**config.mk**
```make
export PLATFORM = sky130hd
export DESIGN_NAME = hdlc_bit_deframer_with_fcs_core
export DESIGN_NICKNAME = d
export VERILOG_FILES = /design/src/hdlcdf_pkg.sv /design/src/hdlcdf_csr.sv /design/src/hdlcdf_engine.sv /design/src/hdlc_bit_deframer_with_fcs_core.sv
export SDC_FILE = /design/constraint.sdc
export NUM_CORES = 1
export LEC_CHECK = 0
export BUFFER_PORTS_ARGS = -buffer_cell sky130_fd_sc_hd__clkbuf_2
export CAP_MARGIN = 20
export CORE_UTILIZATION = 30
export CTS_CLUSTER_DIAMETER = 30
export DETAILED_ROUTE_END_ITERATION = 10
export PLACE_DENSITY = 0.43
export SLEW_MARGIN = 20
export SYNTH_ARGS = -nofsm -noshare
export SYNTH_HDL_FRONTEND = slang
export SYNTH_SLANG_ARGS = --single-unit
```
**constraint.sdc**
```tcl
create_clock -name clock -period 3.6 [get_ports clock]
set_input_delay 0.54 -clock clock [delete_from_list [all_inputs] [get_ports clock]]
set_output_delay 0.54 -clock clock [all_outputs]
set_load 0.01 [all_outputs]
```
**src/hdlcdf_pkg.sv**
```systemverilog
package hdlcdf_pkg;

   localparam int BYTE_W = 8;
   localparam int LEN_W  = 10;
   localparam int CRC_W  = 16;

   localparam logic [CRC_W-1:0]  CRC_INIT     = 16'hFFFF;
   localparam logic [CRC_W-1:0]  CRC_POLY     = 16'h8408;
   localparam logic [CRC_W-1:0]  CRC_GOOD     = 16'hF0B8;
   localparam logic [BYTE_W-1:0] FLAG_PATTERN = 8'h7E;
   localparam logic [2:0]        STUFF_RUN    = 3'd5;
   localparam logic [2:0]        ONES_MAX     = 3'd7;

   // result event codes
   localparam logic [1:0] EV_DATA = 2'd0;
   localparam logic [1:0] EV_END  = 2'd1;
   localparam logic [1:0] EV_DROP = 2'd2;

   // csr register indexes
   localparam logic [1:0] CSR_MIN_FRAME = 2'd0;
   localparam logic [1:0] CSR_FCS_MIN   = 2'd1;
   localparam logic [1:0] CSR_MAX_FRAME = 2'd2;

   localparam logic [LEN_W-1:0] MIN_FRAME_RESET = 10'd15;
   localparam logic [LEN_W-1:0] FCS_MIN_RESET   = 10'd16;
   localparam logic [LEN_W-1:0] MAX_FRAME_RESET = 10'd330;

   typedef struct packed {
      logic [LEN_W-1:0] min_frame_bytes;
      logic [LEN_W-1:0] fcs_min_bytes;
      logic [LEN_W-1:0] max_frame_bytes;
   } cfg_type;

   typedef struct packed {
      logic [1:0]        event_kind;
      logic [BYTE_W-1:0] data_byte;
      logic [LEN_W-1:0]  byte_position;
      logic [LEN_W-1:0]  frame_length;
      logic              fcs_good;
   } rsp_type;

   // CRC-16/X.25 update over one byte, LSB first
   function automatic logic [CRC_W-1:0] crc_byte(input logic [CRC_W-1:0] crc,
                                                 input logic [BYTE_W-1:0] b);
      logic [CRC_W-1:0] c;
      c = crc ^ {8'h00, b};
      for (int k = 0; k < BYTE_W; k++) begin
         c = c[0] ? ((c >> 1) ^ CRC_POLY) : (c >> 1);
      end
      return c;
   endfunction

endpackage

```
**src/hdlcdf_csr.sv**
```systemverilog
module hdlcdf_csr (
   input  logic                       clock,
   input  logic                       reset,
   input  logic                       csr_valid,
   output logic                       csr_ready,
   input  logic [1:0]                 csr_index,
   input  logic [hdlcdf_pkg::LEN_W-1:0] csr_data,
   output hdlcdf_pkg::cfg_type        cfg
);
   import hdlcdf_pkg::*;

   cfg_type cfg_ff, cfg_in;

   assign csr_ready = 1'b1;
   assign cfg       = cfg_ff;

   always_comb begin
      cfg_in = cfg_ff;
      if (csr_valid && csr_ready) begin
         case (csr_index)
            CSR_MIN_FRAME: cfg_in.min_frame_bytes = csr_data;
            CSR_FCS_MIN:   cfg_in.fcs_min_bytes   = csr_data;
            CSR_MAX_FRAME: cfg_in.max_frame_bytes = csr_data;
            default:       cfg_in = cfg_ff;
         endcase
      end
   end

   always_ff @(posedge clock) begin
      if (reset) begin
         cfg_ff.min_frame_bytes <= MIN_FRAME_RESET;
         cfg_ff.fcs_min_bytes   <= FCS_MIN_RESET;
         cfg_ff.max_frame_bytes <= MAX_FRAME_RESET;
      end else begin
         cfg_ff <= cfg_in;
      end
   end

endmodule

```
**src/hdlcdf_engine.sv**
```systemverilog
module hdlcdf_engine (
   input  logic                clock,
   input  logic                reset,
   input  logic                step_en,
   input  logic                line_bit,
   input  hdlcdf_pkg::cfg_type cfg,
   output logic                res_valid,
   output hdlcdf_pkg::rsp_type res
);
   import hdlcdf_pkg::*;

   logic [BYTE_W-1:0] flag_shift_ff, flag_shift_in;
   logic [2:0]        ones_run_ff, ones_run_in;
   logic [BYTE_W-1:0] asm_byte_ff, asm_byte_in;
   logic [2:0]        bit_count_ff, bit_count_in;
   logic [LEN_W-1:0]  byte_count_ff, byte_count_in;
   logic              receiving_ff, receiving_in;
   logic [CRC_W-1:0]  crc_ff, crc_in;

   logic [BYTE_W-1:0] shift_next;
   logic [BYTE_W-1:0] asm_next;
   logic [2:0]        ones_inc;

   always_comb begin
      shift_next    = {line_bit, flag_shift_ff[BYTE_W-1:1]};
      asm_next      = {line_bit, asm_byte_ff[BYTE_W-1:1]};
      ones_inc      = ones_run_ff + 3'd1;

      flag_shift_in = flag_shift_ff;
      ones_run_in   = ones_run_ff;
      asm_byte_in   = asm_byte_ff;
      bit_count_in  = bit_count_ff;
      byte_count_in = byte_count_ff;
      receiving_in  = receiving_ff;
      crc_in        = crc_ff;
      res_valid     = 1'b0;
      res           = '0;

      if (step_en) begin
         flag_shift_in = shift_next;
         if (shift_next == FLAG_PATTERN) begin
            // flag: close the open frame and start over
            flag_shift_in = '0;
            ones_run_in   = '0;
            asm_byte_in   = '0;
            bit_count_in  = '0;
            byte_count_in = '0;
            crc_in        = CRC_INIT;
            if (receiving_ff && byte_count_ff >= cfg.min_frame_bytes) begin
               receiving_in     = 1'b0;
               res_valid        = 1'b1;
               res.event_kind   = EV_END;
               res.frame_length = byte_count_ff;
               res.fcs_good     = (byte_count_ff >= cfg.fcs_min_bytes) &&
                                  (crc_ff == CRC_GOOD);
            end else begin
               receiving_in = 1'b1;
               if (receiving_ff && byte_count_ff != '0) begin
                  res_valid        = 1'b1;
                  res.event_kind   = EV_DROP;
                  res.frame_length = byte_count_ff;
               end
            end
         end else if (!receiving_ff) begin
            if (line_bit) begin
               if (ones_run_ff != ONES_MAX) ones_run_in = ones_inc;
            end else begin
               ones_run_in = '0;
            end
         end else if (ones_run_ff == STUFF_RUN && !line_bit) begin
            // drop the stuffed zero
            ones_run_in = '0;
         end else if (line_bit && ones_inc == ONES_MAX) begin
            // seventh one: abort
            ones_run_in  = ones_inc;
            receiving_in = 1'b0;
            if (byte_count_ff != '0) begin
               res_valid        = 1'b1;
               res.event_kind   = EV_DROP;
               res.frame_length = byte_count_ff;
            end
         end else begin
            ones_run_in  = line_bit ? ones_inc : 3'd0;
            asm_byte_in  = asm_next;
            bit_count_in = bit_count_ff + 3'd1;
            if (bit_count_ff == 3'd7) begin
               asm_byte_in = '0;
               if (byte_count_ff < cfg.max_frame_bytes) begin
                  crc_in            = crc_byte(crc_ff, asm_next);
                  byte_count_in     = byte_count_ff + 10'd1;
                  res_valid         = 1'b1;
                  res.event_kind    = EV_DATA;
                  res.data_byte     = asm_next;
                  res.byte_position = byte_count_ff;
               end
            end
         end
      end
   end

   always_ff @(posedge clock) begin
      if (reset) begin
         flag_shift_ff <= '0;
         ones_run_ff   <= '0;
         asm_byte_ff   <= '0;
         bit_count_ff  <= '0;
         byte_count_ff <= '0;
         receiving_ff  <= 1'b0;
         crc_ff        <= CRC_INIT;
      end else begin
         flag_shift_ff <= flag_shift_in;
         ones_run_ff   <= ones_run_in;
         asm_byte_ff   <= asm_byte_in;
         bit_count_ff  <= bit_count_in;
         byte_count_ff <= byte_count_in;
         receiving_ff  <= receiving_in;
         crc_ff        <= crc_in;
      end
   end

endmodule

```
**src/hdlc_bit_deframer_with_fcs_core.sv**
```systemverilog
// Path: an accepted bit waits in the input bit register until the output is free; then its
//    result is offered on rsp_ (two register stages: input bit, result register).
// Throughput: one line bit per cycle while rsp_stall does not hold a pending result.
// Reset (synchronous, active high): both stages empty, frame state cleared, CRC at 0xFFFF,
//    registers at min_frame_bytes 15, fcs_min_bytes 16, max_frame_bytes 330.
module hdlc_bit_deframer_with_fcs_core (
   input  logic                         clock,
   input  logic                         reset,
   input  logic                         req_valid,
   output logic                         req_stall,
   input  logic                         req_line_bit,
   output logic                         rsp_valid,
   input  logic                         rsp_stall,
   output logic [1:0]                   rsp_event_kind,
   output logic [hdlcdf_pkg::BYTE_W-1:0] rsp_data_byte,
   output logic [hdlcdf_pkg::LEN_W-1:0]  rsp_byte_position,
   output logic [hdlcdf_pkg::LEN_W-1:0]  rsp_frame_length,
   output logic                         rsp_fcs_good,
   input  logic                         csr_valid,
   output logic                         csr_ready,
   input  logic [1:0]                   csr_index,
   input  logic [hdlcdf_pkg::LEN_W-1:0]  csr_data
);
   import hdlcdf_pkg::*;

   cfg_type cfg;
   rsp_type res;
   rsp_type rsp_ff;
   logic    res_valid;

   logic in_valid_ff, in_valid_in;
   logic in_bit_ff;
   logic rsp_valid_ff, rsp_valid_in;
   logic out_free;
   logic advance;
   logic req_take;

   hdlcdf_csr u_csr (
      .clock     (clock),
      .reset     (reset),
      .csr_valid (csr_valid),
      .csr_ready (csr_ready),
      .csr_index (csr_index),
      .csr_data  (csr_data),
      .cfg       (cfg)
   );

   hdlcdf_engine u_engine (
      .clock     (clock),
      .reset     (reset),
      .step_en   (advance),
      .line_bit  (in_bit_ff),
      .cfg       (cfg),
      .res_valid (res_valid),
      .res       (res)
   );

   assign out_free  = !rsp_valid_ff || !rsp_stall;
   assign advance   = in_valid_ff && out_free;
   assign req_stall = in_valid_ff && !out_free;
   assign req_take  = req_valid && !req_stall;

   always_comb begin
      in_valid_in = in_valid_ff;
      if (req_take) in_valid_in = 1'b1;
      else if (advance) in_valid_in = 1'b0;

      rsp_valid_in = rsp_valid_ff;
      if (advance && res_valid) rsp_valid_in = 1'b1;
      else if (out_free) rsp_valid_in = 1'b0;
   end

   always_ff @(posedge clock) begin
      if (reset) begin
         in_valid_ff  <= 1'b0;
         rsp_valid_ff <= 1'b0;
      end else begin
         in_valid_ff  <= in_valid_in;
         rsp_valid_ff <= rsp_valid_in;
      end
   end

   // hold payloads unless a new transaction loads them
   always_ff @(posedge clock) begin
      if (req_take) in_bit_ff <= req_line_bit;
      if (advance && res_valid) rsp_ff <= res;
   end

   assign rsp_valid         = rsp_valid_ff;
   assign rsp_event_kind    = rsp_ff.event_kind;
   assign rsp_data_byte     = rsp_ff.data_byte;
   assign rsp_byte_position = rsp_ff.byte_position;
   assign rsp_frame_length  = rsp_ff.frame_length;
   assign rsp_fcs_good      = rsp_ff.fcs_good;

endmodule

```
==> run_results.csv <==
group,metric,value,unit
synthesis,synth-adder-area-share,8.698,%
sta,worst-slew-pin-transition,1002,ps
placed_design,dpl_worst_slack,600.9,ps
global_routing,grt_first_pass_wirelength,21400,um
synthesis,synth-xor-area-share,4.114,%
layout,design_area,6123,um2
routing,routed_wl,13460,um
sta,timing.setup.tns,0,ps
synthesis,ys.flop_type,"dfxtp_1",
worst_setup_path,cp_max_fo,31,
layout,fin_nets,665,
clock_network,post_cts.repair.setup_buffers,0,
routing,drt_iter0_drc,206,
pwr,total_power,2.428,mW
sta,finalCritPeriodShare,83.27,%
synthesis,muxShareOfSynthArea,1.693,%
sta,rsz0062_at_grt,"false",
synthesis,yosysSeqAreaShare,47.77,%
min_path,worstHoldPathType,"input port to register",
placed_design,post-dp-hpwl,9805,um
placed_design,dpl_cell_area,5826,um2
sta,skew,11.16,ps
worst_setup_path,setup.worst_path.start_class,"register",
pwr,cellPowerDensity,396.5,nW/um2
pwr,p_leak,2.364,nW
outcome,status,"completed",
synthesis,synth_top_family_by_area,"simple AND/OR/NAND/NOR gates",
global_routing,grt_max_degree,35,
clock_network,cts_tree,"yes",
sta,finalHoldViolations,0,
pwr,vdd_drop_max,222.9,uV
sta,fin_ws,602.2,ps
floorplan,core,17300,um2
placed_design,gp_congestion,0.7683,
synthesis,avgSynthCellArea,9.437,um2
clock_network,worstSkewPairLatency,360,ps
synthesis,syn_nets,619,
sta,layout_min_cycle_time,2998,ps
floorplan,die-area,18280,um2
floorplan,die_y,135.2,um
clock_network,ctsResizeCount,0,
layout,layout_commonest_cell,"dfxtp_1",
sta,max_freq,333.6,MHz
layout,stdcell_count,840,
synthesis,syn_area,5323,um2
synthesis,synth_edf_count,32,
clock_network,clockBufferDepth,2,
floorplan,row_count,48,
clock_network,path_clk_slew,70,ps
placed_design,dp_cells,824,
sta,drv_slew,0,
routing,num_vias,4035,
global_routing,grtUsageTotal,15.46,%
layout,final_util,35.40,%
synthesis,ys_seq_elements,111,
routing,dr.pass1.iters,4,
floorplan,dieWidth,135.2,um
synthesis,synthSimpleGateAreaFrac,19.53,%
global_routing,grt_overflow_total,0,
sta,whs,364.9,ps
synthesis,async_flop_share,0,%
synthesis,netlist_instances,564,
synthesis,synth_cell_types,52,
layout,mostFrequentLayoutCells,"79 x dfxtp_1, 56 x nand2_1, 55 x nor2_1",
worst_setup_path,crit_type,"register to register",
worst_setup_path,cp-end-kind,"register",
run,maxCapViolCount,0,
layout,drive_gt1_share,12.36,%
synthesis,yosysWarnings,0,
layout,area_delta_synth_final,15.04,%
sta,finalSetupViolCount,0,
worst_setup_path,arrival,3010,ps
clock_network,htreeDepth,3,
routing,drcViolationCount,0,
clock_network,numCtsBuffers,9,
floorplan,initial_core_util,30.77,%
routing,viasPerCell,4.804,
sta,relSlewSlack,33.05,%
layout,fillers,1828,
routing,ant_nets,0,
clock_network,cts.sinks,111,
layout,antenna_cells,0,
synthesis,synth_compound_area_share,13.89,%
worst_setup_path,required,3610,ps
floorplan,io_pins,52,
clock_network,ctsHoldBuffers,0,
global_routing,grt_antenna_before_repair,0,
placed_design,port_buffers,50,
global_routing,grt_pass1_vias,3860,
routing,avgRoutedWirePerCell,16.03,um
clock_network,cts_root_buffer,"clkbuf_16",
==> routing by layer <==
| metal | up-vias | track usage [%] | wire [um] |
|---|---|---|---|
| met5 | - | 0 | 0 |
| met4 | 0 | 5.680 | 194 |
| met3 | 11 | 2.469 | 504 |
| met2 | 82 | 22.45 | 5595 |
| met1 | 1870 | 22.81 | 7170 |
| li1 | 2072 | - | - |
==> cells by family after synthesis <==
group                      Yosys count
other                                1
adders and majority gates           37
muxes                                9
buffers and inverters               58
and+or+nand+nor                    211
DFF                                111
xor gates and xnor gates            25
AOI/OAI and AO/OA                  112
==> flip-flops by register name (all words and copies together), names as in the netlist, 2 cells and up <==
| name | cells |
|---|---|
| rsp_frame_length | 10 |
| rsp_event_kind | 2 |
| u_engine.flag_shift_ff | 7 |
| u_engine.crc_ff | 16 |
| rsp_byte_position | 10 |
| u_engine.ones_run_ff | 3 |
| u_csr.cfg | 30 |
| u_engine.asm_byte_ff | 7 |
| rsp_data_byte | 8 |
| u_engine.byte_count_ff | 10 |
| u_engine.bit_count_ff | 3 |
==> path summary, 6_finish.rpt <==
kind	from	endpoint	slack (ps)	depth (start not counted)
worst max register to register	u_engine.byte_count_ff[3]	rsp_frame_length[5]	600	8
worst min-delay path	req_line_bit	in_bit_ff	360	1
worst min register to register	u_csr.cfg[9]	u_csr.cfg[9]	460	2
worst max-delay path	u_engine.byte_count_ff[3]	rsp_frame_length[5]	600	8
==> worst max-delay path: stages, from the launching register on <==
cell       delay, ps
dfxtp_1          530
ha_1             320
a211oi_1         250
nor2_1            70
a2bb2oi_1        530
o21ai_0          170
a221o_1          350
inv_1             60
buf_4            360
==> cells in the mapped netlist (all sizes together), types with 5 or more instances <==
cell type / count / area share, %
a211o: 9 / 1.5
a211oi: 8 / 1.1
a21oi: 45 / 4.2
and2: 17 / 2.0
and3: 13 / 1.5
clkbuf: 19 / 1.3
dfxtp: 79 / 30
edfxtp: 32 / 18
ha: 37 / 8.7
inv: 35 / 2.5
mux2i: 9 / 1.7
nand2: 56 / 3.9
nand2b: 11 / 1.3
nand3: 14 / 1.3
nor2: 55 / 3.9
nor3: 11 / 1.0
o21ai: 14 / 1.3
o22ai: 8 / 1.2
or3: 5 / 0.59
or4: 5 / 0.71
xnor2: 15 / 2.5
xor2: 10 / 1.6
==> cell type report <==
type / instances / area [um2] / share of cell area, %
multi-input combinational: 395 / 2560 / 41.81
sequential: 111 / 2542 / 41.52
timing repair buffer: 58 / 310.3 / 5.067
tap: 225 / 281.5 / 4.597
clock buffer: 10 / 229.0 / 3.739
inverter: 35 / 131.4 / 2.145
clock inverter: 6 / 68.82 / 1.124
==> power by group <==
part           internal [mW]  total, mW  leakage [nW]  switching (mW)
registers               1.29       1.30         0.864         0.00688
logic                 0.0410      0.109          1.36          0.0683
clock network          0.546       1.02         0.143           0.474
Power figures use the tool's default switching activity.
